## src/rtl/xpf_pkg.sv

```systemverilog
// shared constants, burst type and crc step for the xmodem packet framer
`default_nettype none

package xpf_pkg;

    localparam int DATA_BYTES  = 1024;
    localparam int SLOT_W      = $clog2(DATA_BYTES);
    localparam int MAX_RESULTS = 4;
    localparam int IDX_W       = $clog2(MAX_RESULTS);

    localparam logic [7:0]  HDR_START = 8'h02;
    localparam logic [7:0]  PAD_BYTE  = 8'hFF;
    localparam logic [15:0] CRC_POLY  = 16'h1021;

    localparam logic [IDX_W-1:0] IDX_HEADER = IDX_W'(3);
    localparam logic [IDX_W-1:0] IDX_CRC    = IDX_W'(2);
    localparam logic [IDX_W-1:0] IDX_DATA   = IDX_W'(0);

    typedef struct packed {
        logic [MAX_RESULTS-1:0][7:0] bytes;
        logic [IDX_W-1:0]            last_idx;
        logic                        crc_end;
    } xpf_burst_t;

    // crc-16/xmodem over one byte, msb first
    function automatic logic [15:0] crc_feed(input logic [15:0] crc_in,
                                             input logic [7:0]  data_in);
        logic [15:0] c;
        c = crc_in ^ {data_in, 8'h00};
        for (int i = 0; i < 8; i++) begin
            c = c[15] ? ({c[14:0], 1'b0} ^ CRC_POLY) : {c[14:0], 1'b0};
        end
        return c;
    endfunction

endpackage

`default_nettype wire

```

## src/rtl/xpf_serializer.sv

```systemverilog
// result register that holds one burst of framed bytes and sends them out one by one
`default_nettype none

module xpf_serializer
    import xpf_pkg::*;
(
    input  wire logic       aclk,
    input  wire logic       aresetn,
    input  wire logic       load_valid,
    input  wire xpf_burst_t load_burst,
    output logic            load_ready,
    output logic            m_valid,
    input  wire logic       m_ready,
    output logic [7:0]      m_out_byte,
    output logic            m_packet_done,
    output logic            m_last_of_run
);

    logic             full_reg;
    logic [IDX_W-1:0] idx_reg;
    xpf_burst_t       burst_reg;
    logic             at_last;

    assign at_last    = (idx_reg == burst_reg.last_idx);
    assign load_ready = !full_reg || (m_ready && at_last);

    always_ff @(posedge aclk) begin
        if (!aresetn) begin
            full_reg <= 1'b0;
            idx_reg  <= '0;
        end else if (load_valid && load_ready) begin
            full_reg <= 1'b1;
            idx_reg  <= '0;
        end else if (full_reg && m_ready) begin
            if (at_last) begin
                full_reg <= 1'b0;
            end else begin
                idx_reg <= idx_reg + IDX_W'(1);
            end
        end
    end

    always_ff @(posedge aclk) begin
        if (load_valid && load_ready) begin
            burst_reg <= load_burst;
        end
    end

    assign m_valid       = full_reg;
    assign m_out_byte    = burst_reg.bytes[idx_reg];
    assign m_last_of_run = at_last;
    assign m_packet_done = at_last && burst_reg.crc_end;

endmodule

`default_nettype wire

```

## src/rtl/xmodem_packet_framer_top.sv

```systemverilog
// top level of the xmodem-1k packet framer with crc-16
//
// s_ channel: one transaction per data slot, s_data_byte with s_byte_present;
// a slot with s_byte_present low is filled with the pad byte 0xff.
// m_ channel: one framed byte per transaction. the first slot of a packet
// gives four bytes (stx, packet number, its complement, data), the last slot
// gives three (data, crc high, crc low with m_packet_done), any other slot one.
// m_last_of_run marks the final byte caused by a slot.
// cfg channel: cfg_data sets the packet number of the first packet; written
// before the first packet it also numbers that packet. cfg_ready is always high.
// latency: the first byte of a slot is on m_ from the cycle after acceptance.
// throughput: one slot per cycle on ordinary slots while m_ready is high; a header
// slot holds the output register until its four bytes are taken and a crc slot
// until its three, as the output sends one byte per cycle when m_ready is high. s_ready
// is high whenever the result register is empty or its last byte is being taken.
// reset: slot counter and crc cleared, packet number set to 1.
// when the receiver stalls, the held byte stays and s_ready drops once a burst waits.
`default_nettype none

module xmodem_packet_framer_top
    import xpf_pkg::*;
(
    input  wire logic       aclk,
    input  wire logic       aresetn,
    input  wire logic       s_valid,
    output logic            s_ready,
    input  wire logic [7:0] s_data_byte,
    input  wire logic       s_byte_present,
    output logic            m_valid,
    input  wire logic       m_ready,
    output logic [7:0]      m_out_byte,
    output logic            m_packet_done,
    output logic            m_last_of_run,
    input  wire logic       cfg_valid,
    output logic            cfg_ready,
    input  wire logic [7:0] cfg_data
);

    logic [SLOT_W-1:0] slot_reg;
    logic [15:0]       crc_reg;
    logic [7:0]        pkt_reg;
    logic              started_reg;

    logic              accept;
    logic              load_ready;
    logic [7:0]        slot_byte;
    logic              first_slot;
    logic              last_slot;
    logic [15:0]       crc_next;
    xpf_burst_t        burst;

    assign cfg_ready  = 1'b1;
    assign s_ready    = load_ready;
    assign accept     = s_valid && load_ready;
    assign slot_byte  = s_byte_present ? s_data_byte : PAD_BYTE;
    assign first_slot = (slot_reg == '0);
    assign last_slot  = (slot_reg == SLOT_W'(DATA_BYTES - 1));
    assign crc_next   = crc_feed(first_slot ? 16'h0000 : crc_reg, slot_byte);

    always_comb begin
        burst          = '0;
        burst.crc_end  = last_slot;
        if (first_slot) begin
            burst.bytes[0] = HDR_START;
            burst.bytes[1] = pkt_reg;
            burst.bytes[2] = ~pkt_reg;
            burst.bytes[3] = slot_byte;
            burst.last_idx = IDX_HEADER;
        end else if (last_slot) begin
            burst.bytes[0] = slot_byte;
            burst.bytes[1] = crc_next[15:8];
            burst.bytes[2] = crc_next[7:0];
            burst.last_idx = IDX_CRC;
        end else begin
            burst.bytes[0] = slot_byte;
            burst.last_idx = IDX_DATA;
        end
    end

    always_ff @(posedge aclk) begin
        if (!aresetn) begin
            slot_reg      <= '0;
            crc_reg       <= '0;
            pkt_reg       <= 8'd1;
            started_reg   <= 1'b0;
        end else begin
            if (accept) begin
                started_reg <= 1'b1;
                if (last_slot) begin
                    slot_reg <= '0;
                    crc_reg  <= '0;
                    pkt_reg  <= pkt_reg + 8'd1;
                end else begin
                    slot_reg <= slot_reg + SLOT_W'(1);
                    crc_reg  <= crc_next;
                end
            end
            if (cfg_valid && !started_reg) begin
                pkt_reg <= cfg_data;
            end
        end
    end

    xpf_serializer u_serializer (
        .aclk          (aclk),
        .aresetn       (aresetn),
        .load_valid    (s_valid),
        .load_burst    (burst),
        .load_ready    (load_ready),
        .m_valid       (m_valid),
        .m_ready       (m_ready),
        .m_out_byte    (m_out_byte),
        .m_packet_done (m_packet_done),
        .m_last_of_run (m_last_of_run)
    );

    a_done_is_last: assert property (@(posedge aclk) disable iff (!aresetn)
        m_valid && m_packet_done |-> m_last_of_run)
        else $error("packet done without end of run");

    a_accept_gives_result: assert property (@(posedge aclk) disable iff (!aresetn)
        accept |=> m_valid)
        else $error("accepted slot produced no result");

    a_header_first: assert property (@(posedge aclk) disable iff (!aresetn)
        accept && first_slot |=> m_out_byte == HDR_START && !m_last_of_run)
        else $error("packet does not open with stx");

    a_started_once: assert property (@(posedge aclk) disable iff (!aresetn)
        accept |=> started_reg)
        else $error("started flag not set after a slot");

endmodule

`default_nettype wire
```

## config.mk

```make
export PLATFORM = sky130hd
export DESIGN_NAME = xmodem_packet_framer_top
export DESIGN_NICKNAME = d
export VERILOG_FILES = /design/src/rtl/xpf_pkg.sv /design/src/rtl/xpf_serializer.sv /design/src/rtl/xmodem_packet_framer_top.sv
export SDC_FILE = /design/constraint.sdc
export NUM_CORES = 1
export LEC_CHECK = 0
export BUFFER_PORTS_ARGS = -buffer_cell sky130_fd_sc_hd__buf_2
export CORE_ASPECT_RATIO = 1.75
export CORE_MARGIN = 4
export CORE_UTILIZATION = 60
export CTS_CLUSTER_SIZE = 8
export DETAILED_ROUTE_END_ITERATION = 10
export HOLD_SLACK_MARGIN = 0.12
export PLACE_DENSITY = 0.8
export SLEW_MARGIN = 5
export SYNTH_ARGS = -nofsm -noshare
export SYNTH_HDL_FRONTEND = slang
export SYNTH_SLANG_ARGS = --single-unit
```

## constraint.sdc

```tcl
create_clock -name aclk -period 3.5 [get_ports aclk]
set_input_delay 0 -clock aclk [delete_from_list [all_inputs] [get_ports aclk]]
set_output_delay 0 -clock aclk [all_outputs]
set_load 0.01 [all_outputs]
```

=== Word level (Yosys, flattened, before mapping) ===
Cells that the tools add are included.

* Magnitude comparators: 1
* Multiply operators: 0
* Shift-type cells: 0
* Muxes and demuxes: 23
* Reductions and logical operators: 17
* Add/subtract/negate cells: 3
* Divide/modulo/power cells: 0
* Bitwise logic cells: 12
* Equality and inequality tests: 2

{| class="wikitable"
|+ Operators by type and width
! kind !! count
|-
| 13-bit two-way mux || 8
|-
| 16-bit two-way mux || 3
|-
| 8-bit two-way mux || 5
|-
| 26-bit two-way mux || 1
|-
| 3-bit NOT || 8
|-
| 8-bit binary-select mux with 2-bit select || 1
|-
| 16-bit bitwise XOR || 1
|-
| 10-bit by 1-bit adder with 10-bit output, second input constant || 1
|-
| 10-bit == test, second input constant || 1
|-
| 10-bit zero test || 1
|-
| 10-bit two-way mux || 1
|-
| 8-bit by 1-bit adder with 8-bit output, second input constant || 1
|-
| 8-bit NOT || 1
|-
| 2-bit nonzero test || 4
|-
| 2-bit AND reduction || 3
|-
| 1-bit logical AND || 5
|-
| 2-bit by 3-bit < comparator with 1-bit output, second input constant || 1
|-
| 1-bit two-way mux || 3
|-
| 2-bit by 1-bit adder with 2-bit output, second input constant || 1
|-
| 2-bit == test || 1
|-
| 1-bit zero test || 2
|-
| 2-bit two-way mux || 1
|-
| 1-bit NOT || 2
|-
| 2-bit OR reduction || 1
|-
| 1-bit logical OR || 1
|}

* Logic and storage cells: 70
* Bits of input ports: 22
* Bits in registers: 73
* Memory bits (writable): 0
* ROM bits: 0
* Memories kept: 0
* Output and inout port bits: 13
* Latch bits: 0

=== Longest topological paths before layout ===
* Word-level depth: 21
* Gate-level depth with buffers: 8
* Depth with buffers taken out: 7

=== Hierarchy ===
A second synthesis with hierarchy kept.

* Cell total of the unflattened synthesis: 363
* Area total of the unflattened synthesis: 3,783.6 um2

{| class="wikitable"
|+ By module, submodules not included
! module !! cells each !! times used !! area an instance (um2) !! seq. area each (um2)
|-
| xmodem_packet_framer_top || 293 || 1 || 2,326.0 || 700.7
|-
| xpf_serializer || 70 || 1 || 1,457.6 || 1,111.1
|}

=== Worst setup path before layout ===
OpenSTA, ideal clock, no wires.

* Path type: register -> register
* Start: register u_serializer.burst_reg[1] (netlist bit)
* End: register crc_reg[0]
* Library setup time: 0.123 ns
* Cell stages (with the launch flop): 7
* Period minus slack after synthesis: 2.574 ns
* Path slack: 0.926 ns
* Data required time: 3.377 ns
* Path buffers: 1
* Arrival time: 2.451 ns
* Path through: edfxtp_1 > xnor2_2 > a31oi_2 > clkinv_1 > nand3_1 > clkbuf_2 > o21ai_0

* Cells in the longest elaborated chain, start to end: 4

{| class="wikitable"
|+ Ends and longest elaborated chain
! item !! RTL line !! source
|-
| start: declaration || xpf_serializer.sv:21 || <nowiki>xpf_burst_t burst_reg;</nowiki>
|-
| start signal: assignment || xpf_serializer.sv:45 || <nowiki>burst_reg <= load_burst;</nowiki>
|-
| 2-bit == test || xpf_serializer.sv:24 || <nowiki>assign at_last = (idx_reg == burst_reg.last_idx);</nowiki>
|-
| 1-bit logical AND || xpf_serializer.sv:25 || <nowiki>assign load_ready = !full_reg || (m_ready && at_last);</nowiki>
|-
| 1-bit logical OR || xpf_serializer.sv:25 ||
|-
| 1-bit logical AND || xmodem_packet_framer_top.sv:54 || <nowiki>assign accept = s_valid && load_ready;</nowiki>
|-
| named net accept || xmodem_packet_framer_top.sv:44 || <nowiki>logic accept;</nowiki>
|-
| end signal: assignment || xmodem_packet_framer_top.sv:95 || <nowiki>crc_reg <= crc_next;</nowiki>
|-
| end: declaration || xmodem_packet_framer_top.sv:40 || <nowiki>logic [15:0] crc_reg;</nowiki>
|}

The timed path passes the listed nets, and every way through them passes these cells.
A chain may end at the register's enable or synchronous reset.

==> results.json <==
{
  "cp_cell_sequence": "inv_1 -> ha_1 -> nor4b_4 -> nand3_1 -> buf_4 -> inv_1 -> o21ai_0 -> o221ai_1",
  "firstDrtPassIters": 5,
  "wl_per_cell_um": 19.48,
  "syn_avg_cell_area_um2": 10.42,
  "antenna_cells": 0,
  "cp_slowest_stage_delay_ns": 0.67,
  "antenna_found_initial": 0,
  "critPathMaxFanout": 20,
  "yosys-top-cells-count": "38 x dfxtp_1, 38 x nand2_1, 35 x edfxtp_1, 33 x nor2_1, 31 x o21ai_0",
  "syn-num-nets": 432,
  "die_area_mm2": 0.008529,
  "hold_violations": 0,
  "grt_max_degree": 37,
  "layout-drive-gt1-share_pct": 15.28,
  "die_y_um": 119.2,
  "syn-cell-area_mm2": 0.004240,
  "rsz0062_at_grt": "no",
  "grt_pass1_vias": 3479,
  "cp-end-kind": "register",
  "largest_reg_flops": 35,
  "worstPathRequired_ns": 3.66,
  "setup_viol": 0,
  "syn_to_final_growth_pct": 16.76,
  "hp-class": "primary input to register",
  "htreeDepth": 3,
  "grt_pass1_wl_mm": 17.13,
  "post-route-period-util_pct": 79.37,
  "yosys-top-cells-area": "edfxtp_1 25%, dfxtp_1 18%, xnor3_1 5.8%",
  "async_reset_ff_share_pct": 0,
  "synth_edf_count": 35,
  "synthDistinctLibCells": 60,
  "max_freq_mhz": 360.0,
  "dp_hpwl_mm": 7.154,
  "finClkSkew_ns": 0.006147,
  "gp_congestion": 0.9275,
  "drt_wl_total_mm": 10.56,
  "fin_nets": 478,
  "worst_pin_slew_ns": 1.050,
  "synth_warnings": 0,
  "p_leak_uw": 0.001864,
  "finalInstanceArea_mm2": 0.004951,
  "cp.depth": 8,
  "clkLatencyLatePin_ns": 0.34,
  "clkSinkCount": 73,
  "crit_top_cell": "inv_1",
  "critPathLaunchType": "register",
  "rr_worst_depth": 8,
  "vias": 3423,
  "hold_depth": 3,
  "ff_latch_area_mm2": 0.001812,
  "drc": 0,
  "seq_area_frac_synth_pct": 42.73,
  "tns_ns": 0,
  "min_period_ns": 2.778,
  "cts_root_buf": "clkbuf_16",
  "synth.largest_area_cell": "edfxtp_1",
  "path_clk_slew_ns": 0.06,
  "p_per_area_mw_per_mm2": 495.0,
  "multiInputGateArea_mm2": 0.002233,
  "grt_overflow": 0,
  "rows": 40,
  "slew_headroom_pct": 30.00,
  "drt_iter0_drc": 333,
  "ir_worst_vdd_mv": 0.3492,
  "path_class": "register to register",
  "cts_tree": "built",
  "placement.cell_area_mm2": 0.004402,
  "path_buf_inv": 3,
  "cts_buffers": 9,
  "synthFlopType": "dfxtp_1",
  "synthDominantCellAreaShare_pct": 24.79,
  "ant_nets": 0,
  "die_w_um": 71.55,
  "clockBufferDepth": 2,
  "drv_cap": 0,
  "io_pins": 35,
  "ys_ff_latch": 73,
  "grt_usage_pct": 26.08,
  "core_mm2": 0.006857,
  "worstPathArrival_ns": 2.94,
  "port_buffers": 33,
  "critical_path.slowest_cell": "nor4b_4",
  "fill_cells": 479,
  "via_per_inst": 6.315,
  "start_util_pct": 61.84,
  "slew_viol_final": 0,
  "outcome": "finished, final reports clean",
  "cp_top_family": "buffers and inverters",
  "synth_cells": 407,
  "cts_resized": 0
}
[cells in the final DEF (no fill, tap or decap), drive strengths merged, types with 8 or more instances in the layout]
cell type	count
nand3	11
o21ai	32
a31oi	20
nand2	38
dfxtp	38
a21oi	13
nor2	33
xnor2	16
clkbuf	10
edfxtp	35
inv	11
mux4	8
dlygate4sd3	26
xnor3	11
buf	38
xor2	17
[timing repair]
item                                   CTS  global route
buffers inserted                         0             0
endpoints found under the hold margin   25             0
hold buffers                            26             0
[layer usage]
metal / vias up / global-route usage (%) / part of all wire, %
met3: 41 / 5.152 / 5.4
met2: 136 / 45.62 / 54
met4: 0 / 16.00 / 5.2
met1: 1650 / 27.98 / 35
met5: - / 0 / 0
li1: 1596 / - / -
[metrics by stage]
| step | total power, µW | utilization (%) | hold WS [ns] | instances | worst slack (ns) |
|---|---|---|---|---|---|
| 5_1_grt | 2538 | 72.21 | 0.1590 | 542 | 0.5353 |
| 4_1_cts | 2441 | 72.21 | 0.1214 | 542 | 0.7847 |
| 6_report | 2451 | 72.21 | 0.1232 | 542 | 0.7221 |
| 3_3_place_gp | 1510 | 64.20 | 0.2299 | 500 | 1.004 |
| 2_1_floorplan | 1404 | - | 0.1241 | 407 | 0.9264 |
| 3_5_place_dp | 1525 | 64.20 | 0.2416 | 500 | 0.8780 |
[cell families (layout without fill, tap and decap cells)]
| kind of cell | Yosys count | in the layout | synth area share [%] |
|---|---|---|---|
| other | 1 | 1 | 0.08844 |
| muxes | 13 | 13 | 5.429 |
| xor gates and xnor gates | 48 | 48 | 15.52 |
| adders and majority gates | 3 | 3 | 0.8853 |
| buffers and inverters | 42 | 93 | 4.603 |
| and+or+nand+nor | 125 | 125 | 15.17 |
| AOI/OAI and AO/OA | 102 | 102 | 15.58 |
| DFF | 73 | 73 | 42.73 |
[worst register-to-register path: stages, from the launching register on]
cell	delay, ns
dfxtp_1	0.35
inv_1	0.10
ha_1	0.15
nor4b_4	0.67
nand3_1	0.14
buf_4	0.26
inv_1	0.50
o21ai_0	0.23
o221ai_1	0.21
[final timing paths]
check | from | to | slack (ns)
min reg2reg | crc_reg[1] | crc_reg[1] | 0.48
max | slot_reg[0] | u_serializer.burst_reg[26] | 0.72
min | s_data_byte[6] | u_serializer.burst_reg[9] | 0.12
max reg2reg | slot_reg[0] | u_serializer.burst_reg[26] | 0.72
[layout make-up]
class                   count  share of cell area [%]
multi-input cells         292                   45.11
flip-flops and latches     73                   36.59
repair buffers             64                   9.351
clock buffers              10                   4.625
well taps                  84                   2.123
clock inverters             6                   1.213
inverters                  13                  0.9856
[power breakdown]
group	total, µW	internal (µW)	switching (µW)
combinational	499	244	256
sequential	1050	988	62.3
clock	901	548	353
total	2450	1780	671
No activity file was read; power rests on OpenSTA's default activity.
